===== config.mk =====
export PLATFORM = sky130hd
export DESIGN_NAME = bounded_deque_with_search_flat
export DESIGN_NICKNAME = d
export VERILOG_FILES = /design/src/design/bdq_pkg.sv /design/src/design/bdq_if.sv /design/src/design/bdq_mem.sv /design/src/design/bdq_ctrl.sv /design/src/design/bounded_deque_with_search.sv /design/src/flat_wrapper.sv
export SDC_FILE = /design/constraint.sdc
export NUM_CORES = 1
export LEC_CHECK = 0
export ABC_AREA = 1
export BUFFER_PORTS_ARGS = -buffer_cell sky130_fd_sc_hd__buf_2
export CAP_MARGIN = 25
export CELL_PAD_IN_SITES_DETAIL_PLACEMENT = 1
export CELL_PAD_IN_SITES_GLOBAL_PLACEMENT = 2
export CORE_MARGIN = 5
export CORE_UTILIZATION = 40
export CTS_BUF_LIST = sky130_fd_sc_hd__clkbuf_8
export CTS_CLUSTER_DIAMETER = 100
export CTS_CLUSTER_SIZE = 16
export DETAILED_ROUTE_END_ITERATION = 8
export PLACE_DENSITY_LB_ADDON = 0.1
export SYNTH_ARGS = -nofsm -noshare
export SYNTH_HDL_FRONTEND = slang
export SYNTH_SLANG_ARGS = --single-unit
export TNS_END_PERCENT = 50

===== constraint.sdc =====
create_clock -name clk -period 6.9 [get_ports clk]
set_input_delay 0.69 -clock clk [delete_from_list [all_inputs] [get_ports clk]]
set_output_delay 0.69 -clock clk [all_outputs]
set_load 0.01 [all_outputs]

===== src/design/bdq_pkg.sv =====
// bdq_pkg: shared types and constants for the bounded deque with search
// no dependencies; used by the interfaces, the controller and the top level
`default_nettype none

package bdq_pkg;

    localparam int FUNC_W   = 3;
    localparam int VALUE_W  = 32;
    localparam int POS_W    = 4;
    localparam int FILL_W   = 5;
    localparam int STATUS_W = 2;

    // request opcodes
    typedef enum logic [FUNC_W-1:0] {
        FN_PUSH_BACK  = 3'd0,
        FN_PUSH_FRONT = 3'd1,
        FN_POP_BACK   = 3'd2,
        FN_POP_FRONT  = 3'd3,
        FN_READ       = 3'd4,
        FN_SEARCH     = 3'd5
    } func_t;

    typedef enum logic [STATUS_W-1:0] {
        ST_OK        = 2'd0,
        ST_FULL      = 2'd1,
        ST_EMPTY     = 2'd2,
        ST_OUT_RANGE = 2'd3
    } status_t;

    typedef enum logic [1:0] {
        S_IDLE,
        S_READ,
        S_SCAN,
        S_DONE
    } state_t;

    typedef struct packed {
        logic [VALUE_W-1:0] read_value;
        logic               found;
        logic [FILL_W-1:0]  fill;
        status_t            status;
    } res_t;

endpackage

`default_nettype wire


===== src/design/bdq_if.sv =====
// bdq_req_if and bdq_rsp_if: valid/ready channels for requests and results
// depends on bdq_pkg for field widths
`default_nettype none

interface bdq_req_if;
    logic                          valid;
    logic                          ready;
    logic [bdq_pkg::FUNC_W-1:0]    func;
    logic [bdq_pkg::VALUE_W-1:0]   value;
    logic [bdq_pkg::POS_W-1:0]     position;

    modport source (output valid, output func, output value, output position, input ready);
    modport sink   (input valid, input func, input value, input position, output ready);
endinterface

interface bdq_rsp_if;
    logic                          valid;
    logic                          ready;
    logic [bdq_pkg::VALUE_W-1:0]   read_value;
    logic                          found;
    logic [bdq_pkg::FILL_W-1:0]    fill;
    logic [bdq_pkg::STATUS_W-1:0]  status;

    modport source (output valid, output read_value, output found, output fill,
                    output status, input ready);
    modport sink   (input valid, input read_value, input found, input fill,
                    input status, output ready);
endinterface

`default_nettype wire


===== src/design/bdq_mem.sv =====
// bdq_mem: ring store, one write port and one read port with registered read data
// no package dependency
`default_nettype none

module bdq_mem #(
    parameter int DEPTH      = 16,
    parameter int DATA_WIDTH = 32
) (
    input  wire logic                         clk,
    input  wire logic                         we,
    input  wire logic [$clog2(DEPTH)-1:0]     waddr,
    input  wire logic [DATA_WIDTH-1:0]        wdata,
    input  wire logic                         re,
    input  wire logic [$clog2(DEPTH)-1:0]     raddr,
    output logic      [DATA_WIDTH-1:0]        rdata
);

    logic [DATA_WIDTH-1:0] mem [DEPTH];

    always_ff @(posedge clk)
    begin
        if (we)
        begin
            mem[waddr] <= wdata;
        end
    end

    always_ff @(posedge clk)
    begin
        if (re)
        begin
            rdata <= mem[raddr];
        end
    end

endmodule

`default_nettype wire


===== src/design/bdq_ctrl.sv =====
// bdq_ctrl: request sequencer, head and occupancy registers, search scan
// depends on bdq_pkg and bdq_req_if; drives the ports of bdq_mem
`default_nettype none

module bdq_ctrl #(
    parameter int DEPTH      = 16,
    parameter int DATA_WIDTH = 32
) (
    input  wire logic                         clk,
    input  wire logic                         rst_n,
    bdq_req_if.sink                           req,
    output bdq_pkg::res_t                     res,
    output logic                              res_valid,
    input  wire logic                         res_ready,
    output logic                              mem_we,
    output logic      [$clog2(DEPTH)-1:0]     mem_waddr,
    output logic      [DATA_WIDTH-1:0]        mem_wdata,
    output logic                              mem_re,
    output logic      [$clog2(DEPTH)-1:0]     mem_raddr,
    input  wire logic [DATA_WIDTH-1:0]        mem_rdata
);

    localparam int AW   = $clog2(DEPTH);
    localparam int CW   = $clog2(DEPTH + 1);
    localparam int SW   = CW + 1;
    localparam int CMPW = (CW > bdq_pkg::POS_W) ? CW : bdq_pkg::POS_W;

    bdq_pkg::state_t       state_reg, state_next;
    logic [AW-1:0]         head_reg, head_next;
    logic [CW-1:0]         occ_reg, occ_next;
    logic [AW-1:0]         scan_reg, scan_next;
    logic [DATA_WIDTH-1:0] key_reg, key_next;
    bdq_pkg::res_t         res_reg, res_next;

    logic [DATA_WIDTH-1:0] wdata;
    logic                  full;
    logic                  empty;

    // base plus offset, wrapped once; offset is always below DEPTH
    function automatic logic [AW-1:0] ring_add(input logic [AW-1:0] base,
                                               input logic [CW-1:0] off);
        logic [SW-1:0] sum;
        sum = SW'(base) + SW'(off);
        if (sum >= SW'(DEPTH))
        begin
            sum = sum - SW'(DEPTH);
        end
        return sum[AW-1:0];
    endfunction

    assign wdata = DATA_WIDTH'(req.value);
    assign full  = (occ_reg == CW'(DEPTH));
    assign empty = (occ_reg == '0);

    always_comb
    begin
        state_next = state_reg;
        head_next  = head_reg;
        occ_next   = occ_reg;
        scan_next  = scan_reg;
        key_next   = key_reg;
        res_next   = res_reg;
        mem_we     = 1'b0;
        mem_waddr  = head_reg;
        mem_wdata  = wdata;
        mem_re     = 1'b0;
        mem_raddr  = head_reg;
        req.ready  = 1'b0;
        res_valid  = 1'b0;

        unique case (state_reg)
            bdq_pkg::S_IDLE:
            begin
                req.ready = 1'b1;
                if (req.valid)
                begin
                    res_next.read_value = '0;
                    res_next.found      = 1'b0;
                    res_next.status     = bdq_pkg::ST_OK;
                    state_next          = bdq_pkg::S_DONE;
                    case (bdq_pkg::func_t'(req.func))
                        bdq_pkg::FN_PUSH_BACK:
                        begin
                            if (full)
                            begin
                                res_next.status = bdq_pkg::ST_FULL;
                            end
                            else
                            begin
                                mem_we    = 1'b1;
                                mem_waddr = ring_add(head_reg, occ_reg);
                                occ_next  = occ_reg + CW'(1);
                            end
                        end
                        bdq_pkg::FN_PUSH_FRONT:
                        begin
                            if (full)
                            begin
                                res_next.status = bdq_pkg::ST_FULL;
                            end
                            else
                            begin
                                head_next = (head_reg == '0) ? AW'(DEPTH - 1)
                                                             : head_reg - AW'(1);
                                mem_we    = 1'b1;
                                mem_waddr = head_next;
                                occ_next  = occ_reg + CW'(1);
                            end
                        end
                        bdq_pkg::FN_POP_BACK:
                        begin
                            if (empty)
                            begin
                                res_next.status = bdq_pkg::ST_EMPTY;
                            end
                            else
                            begin
                                occ_next = occ_reg - CW'(1);
                            end
                        end
                        bdq_pkg::FN_POP_FRONT:
                        begin
                            if (empty)
                            begin
                                res_next.status = bdq_pkg::ST_EMPTY;
                            end
                            else
                            begin
                                head_next = ring_add(head_reg, CW'(1));
                                occ_next  = occ_reg - CW'(1);
                            end
                        end
                        bdq_pkg::FN_READ:
                        begin
                            if (CMPW'(req.position) >= CMPW'(occ_reg))
                            begin
                                res_next.status = bdq_pkg::ST_OUT_RANGE;
                            end
                            else
                            begin
                                mem_re     = 1'b1;
                                mem_raddr  = ring_add(head_reg, CW'(req.position));
                                state_next = bdq_pkg::S_READ;
                            end
                        end
                        bdq_pkg::FN_SEARCH:
                        begin
                            key_next = wdata;
                            if (!empty)
                            begin
                                mem_re     = 1'b1;
                                mem_raddr  = head_reg;
                                scan_next  = '0;
                                state_next = bdq_pkg::S_SCAN;
                            end
                        end
                        default:
                        begin
                        end
                    endcase
                    res_next.fill = bdq_pkg::FILL_W'(occ_next);
                end
            end
            bdq_pkg::S_READ:
            begin
                res_next.read_value = bdq_pkg::VALUE_W'(mem_rdata);
                state_next          = bdq_pkg::S_DONE;
            end
            bdq_pkg::S_SCAN:
            begin
                // read data belongs to the entry at scan_reg
                if (mem_rdata == key_reg)
                begin
                    res_next.found = 1'b1;
                    state_next     = bdq_pkg::S_DONE;
                end
                else if ((CW'(scan_reg) + CW'(1)) == occ_reg)
                begin
                    state_next = bdq_pkg::S_DONE;
                end
                else
                begin
                    scan_next = scan_reg + AW'(1);
                    mem_re    = 1'b1;
                    mem_raddr = ring_add(head_reg, CW'(scan_reg) + CW'(1));
                end
            end
            bdq_pkg::S_DONE:
            begin
                res_valid = 1'b1;
                if (res_ready)
                begin
                    state_next = bdq_pkg::S_IDLE;
                end
            end
            default:
            begin
                state_next = bdq_pkg::S_IDLE;
            end
        endcase
    end

    always_ff @(posedge clk or negedge rst_n)
    begin
        if (!rst_n)
        begin
            state_reg <= bdq_pkg::S_IDLE;
            head_reg  <= '0;
            occ_reg   <= '0;
        end
        else
        begin
            state_reg <= state_next;
            head_reg  <= head_next;
            occ_reg   <= occ_next;
        end
    end

    always_ff @(posedge clk)
    begin
        scan_reg <= scan_next;
        key_reg  <= key_next;
        res_reg  <= res_next;
    end

    assign res = res_reg;

endmodule

`default_nettype wire


===== src/design/bounded_deque_with_search.sv =====
// sequence: push, pop, bad read and empty search go from idle straight to done; a read passes
// through the read state; a search passes through the scan state, comparing n entries (at most
// the fill level), one entry per cycle through the single read port of the ring store
// a new request is taken once the previous result is in the output register
// reset: rst_n (async, active low) empties the queue; the store itself is not cleared
`default_nettype none

module bounded_deque_with_search #(
    parameter int DEPTH      = 16,
    parameter int DATA_WIDTH = 32
) (
    input  wire logic clk,
    input  wire logic rst_n,
    bdq_req_if.sink   req,
    bdq_rsp_if.source rsp
);

    localparam int AW = $clog2(DEPTH);

    // controller to output stage
    bdq_pkg::res_t         res;
    logic                  res_valid;
    logic                  res_ready;

    // ring store port signals
    logic                  mem_we;
    logic [AW-1:0]         mem_waddr;
    logic [DATA_WIDTH-1:0] mem_wdata;
    logic                  mem_re;
    logic [AW-1:0]         mem_raddr;
    logic [DATA_WIDTH-1:0] mem_rdata;

    // output register parting the result side from the sequencer
    logic                  rsp_valid_reg, rsp_valid_next;
    bdq_pkg::res_t         rsp_data_reg, rsp_data_next;

    bdq_ctrl #(
        .DEPTH      (DEPTH),
        .DATA_WIDTH (DATA_WIDTH)
    ) u_ctrl (
        .clk       (clk),
        .rst_n     (rst_n),
        .req       (req),
        .res       (res),
        .res_valid (res_valid),
        .res_ready (res_ready),
        .mem_we    (mem_we),
        .mem_waddr (mem_waddr),
        .mem_wdata (mem_wdata),
        .mem_re    (mem_re),
        .mem_raddr (mem_raddr),
        .mem_rdata (mem_rdata)
    );

    bdq_mem #(
        .DEPTH      (DEPTH),
        .DATA_WIDTH (DATA_WIDTH)
    ) u_mem (
        .clk   (clk),
        .we    (mem_we),
        .waddr (mem_waddr),
        .wdata (mem_wdata),
        .re    (mem_re),
        .raddr (mem_raddr),
        .rdata (mem_rdata)
    );

    // output slot is free when empty or being drained this cycle
    assign res_ready = !rsp_valid_reg || rsp.ready;

    always_comb
    begin
        rsp_valid_next = rsp_valid_reg;
        rsp_data_next  = rsp_data_reg;
        if (res_valid && res_ready)
        begin
            rsp_valid_next = 1'b1;
            rsp_data_next  = res;
        end
        else if (rsp.ready)
        begin
            rsp_valid_next = 1'b0;
        end
    end

    always_ff @(posedge clk or negedge rst_n)
    begin
        if (!rst_n)
        begin
            rsp_valid_reg <= 1'b0;
        end
        else
        begin
            rsp_valid_reg <= rsp_valid_next;
        end
    end

    always_ff @(posedge clk)
    begin
        rsp_data_reg <= rsp_data_next;
    end

    assign rsp.valid      = rsp_valid_reg;
    assign rsp.read_value = rsp_data_reg.read_value;
    assign rsp.found      = rsp_data_reg.found;
    assign rsp.fill       = rsp_data_reg.fill;
    assign rsp.status     = rsp_data_reg.status;

endmodule

`default_nettype wire


===== src/flat_wrapper.sv =====
// flat-port wrapper written by rule: the top's interface ports become plain ports
module bounded_deque_with_search_flat 
#(
    parameter int DEPTH      = 16,
    parameter int DATA_WIDTH = 32
)
  (clk, rst_n, req_valid, req_func, req_value, req_position, req_ready, rsp_valid, rsp_read_value, rsp_found, rsp_fill, rsp_status, rsp_ready);
  bdq_req_if req_i ();
  bdq_rsp_if rsp_i ();
  input  wire logic clk;
  input  wire logic rst_n;
  input wire logic [$bits(req_i.valid)-1:0] req_valid;
  input wire logic [$bits(req_i.func)-1:0] req_func;
  input wire logic [$bits(req_i.value)-1:0] req_value;
  input wire logic [$bits(req_i.position)-1:0] req_position;
  output wire logic [$bits(req_i.ready)-1:0] req_ready;
  output wire logic [$bits(rsp_i.valid)-1:0] rsp_valid;
  output wire logic [$bits(rsp_i.read_value)-1:0] rsp_read_value;
  output wire logic [$bits(rsp_i.found)-1:0] rsp_found;
  output wire logic [$bits(rsp_i.fill)-1:0] rsp_fill;
  output wire logic [$bits(rsp_i.status)-1:0] rsp_status;
  input wire logic [$bits(rsp_i.ready)-1:0] rsp_ready;
  assign req_i.valid = req_valid;
  assign req_i.func = req_func;
  assign req_i.value = req_value;
  assign req_i.position = req_position;
  assign req_ready = req_i.ready;
  assign rsp_valid = rsp_i.valid;
  assign rsp_read_value = rsp_i.read_value;
  assign rsp_found = rsp_i.found;
  assign rsp_fill = rsp_i.fill;
  assign rsp_status = rsp_i.status;
  assign rsp_i.ready = rsp_ready;
  bounded_deque_with_search #(.DEPTH(DEPTH), .DATA_WIDTH(DATA_WIDTH)) u_core (.clk(clk), .rst_n(rst_n), .req(req_i), .rsp(rsp_i));
endmodule

### After elaboration in Yosys (flattened, before gate mapping)

Memories as Yosys holds them, arrays and structs flattened. A register that Yosys moved wholly into a read port is not among the register bits.
Index checks and enable logic that the tools add are counted.

| cells by class | value |
|---|---|
| add/subtract/negate cells | 13 |
| multiply operators | 0 |
| divide/modulo/power cells | 0 |
| order comparisons | 5 |
| equal/unequal tests | 20 |
| shift-type cells | 0 |
| multiplexer cells | 60 |
| bitwise gates (word level) | 0 |
| reduce and logical (&&, ||, !) cells | 20 |

Operators by type and width:

| cell | number |
|---|---|
| $mux W4 | 20 |
| $pmux W32 S2 | 1 |
| $mux W40 | 1 |
| $eq A32 B32 Y1 | 1 |
| $pmux W4 S2 | 4 |
| $sub A4 B1 Y4 const B | 5 |
| $mux W1 | 18 |
| $mux W2 | 7 |
| $add A4 B5 Y6 | 2 |
| $ge A6 B5 Y1 const B | 2 |
| $ne A2 B2 Y1 const B | 6 |
| $add A4 B1 Y5 const B | 2 |
| $ge A5 B5 Y1 const B | 2 |
| $mux W5 | 2 |
| $pmux W5 S2 | 1 |
| $reduce_and A3 Y1 | 3 |
| $pmux W2 S4 | 1 |
| $reduce_bool A2 Y1 | 4 |
| $eq A3 B2 Y1 const B | 2 |
| $eq A3 B3 Y1 const B | 2 |
| $pmux W1 S2 | 3 |
| $pmux W2 S3 | 1 |
| $reduce_and A6 Y1 | 1 |
| $add A4 B4 Y5 | 1 |
| other kinds (22) | 26 |

| word-level totals | value |
|---|---|
| flip-flop bits (word level) | 128 |
| bits in latches | 0 |
| RAM bits | 512 |
| ROM bits | 0 |
| output and inout port bits | 42 |
| memories kept | 1 |

Memory list:

| name | words | bits a word | read ports | clocked after memory_dff | write ports | RTL line | RTL |
|---|---|---|---|---|---|---|---|
| u_core.u_mem.mem | 16 | 32 | 1 | 1 | 1 | bdq_mem.sv:18 | `logic [DATA_WIDTH-1:0] mem [DEPTH];` |

### Depth between registers and ports, before layout

| depth | value |
|---|---|
| depth after elaboration | 7 |
| mapped depth | 22 |
| mapped depth without buffers | 20 |

### By module

Synthesis repeated with hierarchy kept, for this count alone.

| second synthesis, totals | value |
|---|---|
| cell total of the unflattened synthesis | 2749 |
| area total of the unflattened synthesis | 29683.5 µm² |

By module, submodules not included:

| module | instances | cells an instance | area each (µm²) | sequential area each (µm²) |
|---|---|---|---|---|
| bdq_mem | 1 | 2120 | 23050.9 | 16335.7 |
| bdq_ctrl | 1 | 583 | 5386.4 | 2557.5 |
| bounded_deque_with_search | 1 | 46 | 1246.2 | 1226.2 |

### Worst setup path before layout

OpenSTA, ideal clock, no wires.

| timing | value |
|---|---|
| path kind | flip-flop to flip-flop |
| from | register u_core.u_ctrl.state_reg[0] |
| to | register u_core.u_ctrl.key_reg[0] (enable) |
| arrival time | 4.144 ns |
| data required time | 6.398 ns |
| slack | 2.255 ns |
| cell stages (with the launch flop) | 6 |
| buffers on the path | 1 |
| clock period less this slack | 4.645 ns |
| cell sequence | dfrtp_1 > inv_1 > ha_1 > clkbuf_1 > nand2_1 > nor4_1 |

| on the way | value |
|---|---|
| cells in the longest elaborated chain, start to end | 2 |

Ends and longest elaborated chain:

| what | RTL line | RTL |
|---|---|---|
| start: declaration | bdq_ctrl.sv:28 | `bdq_pkg::state_t state_reg, state_next;` |
| start signal: assignment | bdq_ctrl.sv:207 | `state_reg <= bdq_pkg::S_IDLE;` |
| start signal: assignment | bdq_ctrl.sv:213 | `state_reg <= state_next;` |
| $logic_not A2 Y1 | bdq_ctrl.sv:71 | `unique case (state_reg)` |
| $reduce_and A3 Y1 (no source line) | - |  |
| end signal: assignment | bdq_ctrl.sv:222 | `key_reg <= key_next;` |
| end: declaration | bdq_ctrl.sv:32 | `logic [DATA_WIDTH-1:0] key_reg, key_next;` |

No other way between the ends.
A chain may end at the register's enable or synchronous reset.

### Worst setup path in the final report

| timing | value |
|---|---|
| from | register u_core.u_ctrl.occ_reg[3] |
| to | register u_core.u_mem.rdata[14], read port of u_core.u_mem.mem, data pin |

| on the way | value |
|---|---|
| cells in the longest elaborated chain, start to end | 5 |
| elaborated cells on any way between the ends | 16 |
| classes of those cells | order compare: 1; eq/ne: 1; mux: 13; reduce/logical: 1 |

Ends and longest elaborated chain:

| what | RTL line | RTL |
|---|---|---|
| start: declaration | bdq_ctrl.sv:30 | `logic [CW-1:0] occ_reg, occ_next;` |
| start signal: assignment | bdq_ctrl.sv:215 | `occ_reg <= occ_next;` |
| $ge A4 B5 Y1 or $logic_not A5 Y1 (tied branches) | bdq_ctrl.sv:135, bdq_ctrl.sv:53 |  |
| $mux W1, or another cell as far along | bdq_ctrl.sv:135 | `if (CMPW'(req.position) >= CMPW'(occ_reg))` |
| $pmux W1 S2 or $mux W4 (tied branches) | - |  |
| $mux W1 or $mux W4 (tied branches) | bdq_ctrl.sv:75 | `if (req.valid)` |
| $pmux W1 S2 or $pmux W4 S2 (tied branches) | bdq_ctrl.sv:71 |  |
| end: declaration | bdq_mem.sv:15 | `output logic [DATA_WIDTH-1:0] rdata` |

Several ways; a longest one is shown, not always the timed one.

==> results.rst <==
.. list-table::
   :header-rows: 1

   * - Metric
     - Value
   * - Post-Route Skew
     - between 0.04 and 0.05 ns
   * - Final worst-path cycle share
     - 66.2%
   * - Clock-pin slew of the registers on the worst-case setup and hold paths
     - 0.10 ns
   * - Biggest area consumer among synthesized cells
     - edfxtp_1
   * - Required arrival time at the worst endpoint
     - 7.34 ns
   * - CP startpoint
     - u_core.u_ctrl.occ_reg[3]
   * - VDD IR-drop max
     - around 0.00066 V
   * - Total of buffers placed on input and output ports
     - 84
   * - Critical-path maximum fanout
     - 126
   * - Commonest non-fill, non-tap cell in the layout
     - edfxtp_1
   * - CP Launch Type
     - flip-flop
   * - Clock network power share
     - between 10% and 20%
   * - Post-synthesis async set-or-reset flop share
     - about 1.8%
   * - Routed met1 length
     - roughly 40000 microns
   * - Most area-consuming cells after synthesis
     - edfxtp_1 (68%), nand3_1 (10%), nand2_1 (7.9%)
   * - Number of enable flip-flop cells after synthesis
     - 660
   * - First-pass GRT wire length
     - between 100000 and 150000 microns
   * - Initial cell density of the core
     - 40.3%
   * - Unrepaired setup endpoints after global routing
     - no
   * - Highest routing layer actually used
     - met4
   * - Combinational fraction of design power
     - approximately 52%
   * - Number of nets at the end of the flow
     - roughly 2800
   * - Per-instance average area after synthesis
     - 11.1 sq um
   * - Type of element capturing the critical path
     - flip-flop
   * - Max Clk Rate
     - roughly 0.22 GHz
   * - Clock sink count
     - roughly 670
   * - Width of the chip
     - around 280 microns
   * - Most frequent cells in the layout
     - edfxtp_1 (660), nand2_1 (616), nand3_1 (604)
   * - Antenna violations before repair
     - 5
   * - Pins Over Slew Limit
     - 0
   * - Share of total power consumed by net switching
     - a little under half
   * - Power per cell area
     - 489 mW/mm^2
   * - Most used DFF post-synth
     - edfxtp_1
   * - Non-filler cells in the finished layout
     - ~3700
   * - Mean number of vias per cell
     - 5.30
   * - Total global routing track utilization
     - approximately 22%
   * - Flop pwr share
     - a little over a third
   * - Routed WL
     - just under 90000 microns
   * - Sum of net half-perimeters after detailed placement
     - ~49000 microns
   * - Number of H-tree levels
     - 2
   * - Sum of overflow across all layers after global routing
     - 0
   * - Cell at the root of the clock tree
     - clkbuf_8
   * - Clock insertion delay at the later pin of the skew report
     - around 0.7 ns
   * - Die span in y
     - 281 microns
   * - Flip-flop count of the largest register, all copies and words added
     - just over 500
   * - Transition time at the pin with the least slew margin
     - 1.05 ns
   * - Worst flop-to-flop path endpoint
     - u_core.u_mem.rdata[14]
   * - Fraction of layout cells with a size suffix above 1
     - 7.77%
   * - Hold violation count in the final report
     - 0
   * - Vias in the first global route
     - between 15000 and 20000
   * - Detailed-router iteration count before antenna repair
     - 6
   * - Sequential area share after synthesis
     - 68.6%
   * - Reported max-cap violation count
     - 0
   * - Area of the core
     - around 0.073 sq mm
   * - Total power
     - approximately 15 mW
   * - Worst path arrival time
     - around 5.0 ns
   * - Top cell family by delay on the critical path
     - simple AND/OR/NAND/NOR gates
   * - Post-route DRC violation count
     - 0
   * - Largest net degree at the start of global routing
     - about 170
   * - Routed met2 length
     - 41500 microns
   * - Num CTS Buffers
     - between 40 and 50
   * - Cells after DPL
     - between 3000 and 4000
   * - Standard cell area after detailed placement
     - a little over 0.03 sq mm
   * - Number of antenna-violating nets in the routed design
     - 0
   * - Final critical path time including I/O delays and setup
     - ~4.6 ns
   * - Synthesized area
     - just under 0.03 sq mm
   * - Std cell rows
     - roughly 100
   * - Worst relative slew slack
     - between 30% and 40%
   * - Fraction of synthesized cell area taken by the top area cell type
     - roughly 68%
   * - Routed vias
     - slightly below 20000
   * - Type of the worst setup path
     - reg -> reg
   * - Buf+Inv Stages, Crit Path
     - 3
   * - Worst setup path end
     - u_core.u_mem.rdata[14]
   * - CTS max path bufs
     - 3
   * - Worst slack on hold paths
     - ~0.32 ns
   * - Setup slack on the worst flop-to-flop path
     - about 2.3 ns
   * - Kind of path behind the tightest hold check
     - in -> reg
   * - Result of the run
     - finished clean
   * - Weighted congestion at the end of routability-driven global placement
     - about 0.84
   * - Total nets after synthesis
     - around 2700
   * - Worst Reg2Reg Path Length in Cells
     - 17
   * - Routed wire length per instance
     - approximately 24 microns
   * - Post-synthesis cell type count
     - 38
   * - Number of design-rule violations left by the first detailed-router iteration
     - between 1000 and 1500
   * - Power spent charging and discharging nets
     - 7.35 mW
   * - Internal power
     - approximately 8 mW
   * - Critical Path, Cell by Cell
     - inv_1 > ha_1 > inv_1 > nor2_1 > nand4_1 > and2_1 > nand3_2 > nand2_1 > nand3_1 > nand3_4 > nand2_8 > buf_4 > nand2_1 > nand3_1 > nand3_1 > nand3_1 > nand2_1
   * - Number of warning messages in the yosys log
     - 0
   * - Most repeated library cell on the critical path
     - nand3_1
   * - Number of synthesized register bits
     - roughly 670
   * - Die ar.
     - ~0.079 sq mm
   * - Number of endpoints failing setup at the final stage
     - 0
   * - Critical-path cell with the highest stage delay
     - nand2_8
   * - Instance count of the mapped netlist
     - between 2000 and 3000
   * - Number of top-level pins
     - 85
   * - Final design instance area without fill
     - 0.0316 sq mm
   * - Area Growth Syn to Fin
     - 7.51%
   * - Maximum cell stage delay along the critical path
     - between 0.8 and 0.9 ns
   * - TritonCTS clock tree
     - built
   * - Critical register-to-register path startpoint
     - u_core.u_ctrl.occ_reg[3]
   * - Count of cell instances traversed by the critical path
     - 17
   * - Static power due to leakage
     - 12.6 nW
   * - CTS-repair resized insts
     - 0
   * - Detailed route wirelength on metal3
     - roughly 3400 microns
   * - Post-route setup TNS
     - 0 ns
==> power by group through the flow <==
| stage | sequential (mW) | combinational (mW) | clock (mW) |
|---|---|---|---|
| after global placement | 5.51 | 7.98 | 0 |
| after detailed placement | 5.53 | 8.13 | 0 |
| final | 5.43 | 8.09 | 1.90 |
| after floorplan | 5.48 | 5.61 | 0 |
| after CTS | 5.44 | 8.17 | 1.98 |
| after global routing | 5.47 | 8.95 | 2.13 |
==> cell type report <==
class	count	area, sq um
Clock inverter	10	58.8
Multi-Input combinational cell	1453	7170
Inverter	380	1430
Timing Repair Buffer	129	928
Tap cell	959	1200
Antenna cell	1	2.50
Sequential cell	672	20100
Fill cell	7893	41300
Clock buffer	47	647
==> worst min-delay path: stages <==
cell	delay, ns
buf_2	0.08
inv_1	0.06
nand2_1	0.09
nand2_1	0.05
==> how the worst min path moves through the flow <==
stage / cells past startpoint / to / slack [ns] / from
2_1_floorplan: 0 / u_core.rsp.valid / 0.39 / rst_n
3_3_place_gp: 0 / u_core.rsp.read_value[13] / 0.40 / u_core.u_ctrl.res[21]
3_5_place_dp: 0 / u_core.rsp.read_value[14] / 0.41 / u_core.u_ctrl.res[22]
4_1_cts: 4 / u_core.rsp.valid / 0.27 / rsp_ready
5_1_grt: 4 / u_core.rsp.valid / 0.30 / rsp_ready
6_report: 4 / u_core.rsp.valid / 0.32 / rsp_ready
==> cells by family (layout without fill, tap and decap cells) <==
group,after synthesis,count (layout),share of synthesized area (%)
AND/OR/NAND/NOR,1324,1324,20.1
flip-flops,672,672,68.6
buffers and inverters,522,566,7.65
AO/OA/AOI/OAI,56,56,1.13
XOR/XNOR,46,46,1.37
adder cells (fa/ha/maj),26,26,1.19
multiplexers,1,1,0.0341
other,0,1,0
==> per-layer routing <==
| metal | vias to the layer above | global-route usage (%) |
|---|---|---|
| met1 | 9874 | 31.2 |
| met5 | - | 0 |
| met2 | 430 | 36.3 |
| met4 | 0 | 5.24 |
| li1 | 8931 | - |
| met3 | 98 | 1.93 |
==> cells in the mapped netlist (all sizes together) (3+ instances only) <==
library cell	n
xnor2	37
nand2	621
xor2	9
o21ai	27
buf	106
o211ai	7
nor3	5
fa	3
inv	379
a21oi	10
nand3	606
edfxtp	660
clkbuf	36
nand3b	31
nor2	51
dfrtp	12
ha	23
nand4	7
==> repair_timing <==
item,4_1_cts,5_1_grt
hold buffers,1,0
hold endpoints to repair,12,0
buffers inserted,0,0
==> metrics by stage <==
step	util, %	worst slack (ns)
6_report	43.3	2.33
5_1_grt	43.3	1.98
4_1_cts	43.3	2.28
3_5_place_dp	42.3	2.28
3_3_place_gp	42.1	2.34
2_1_floorplan	-	2.25
(Power assumes the default switching activity.)
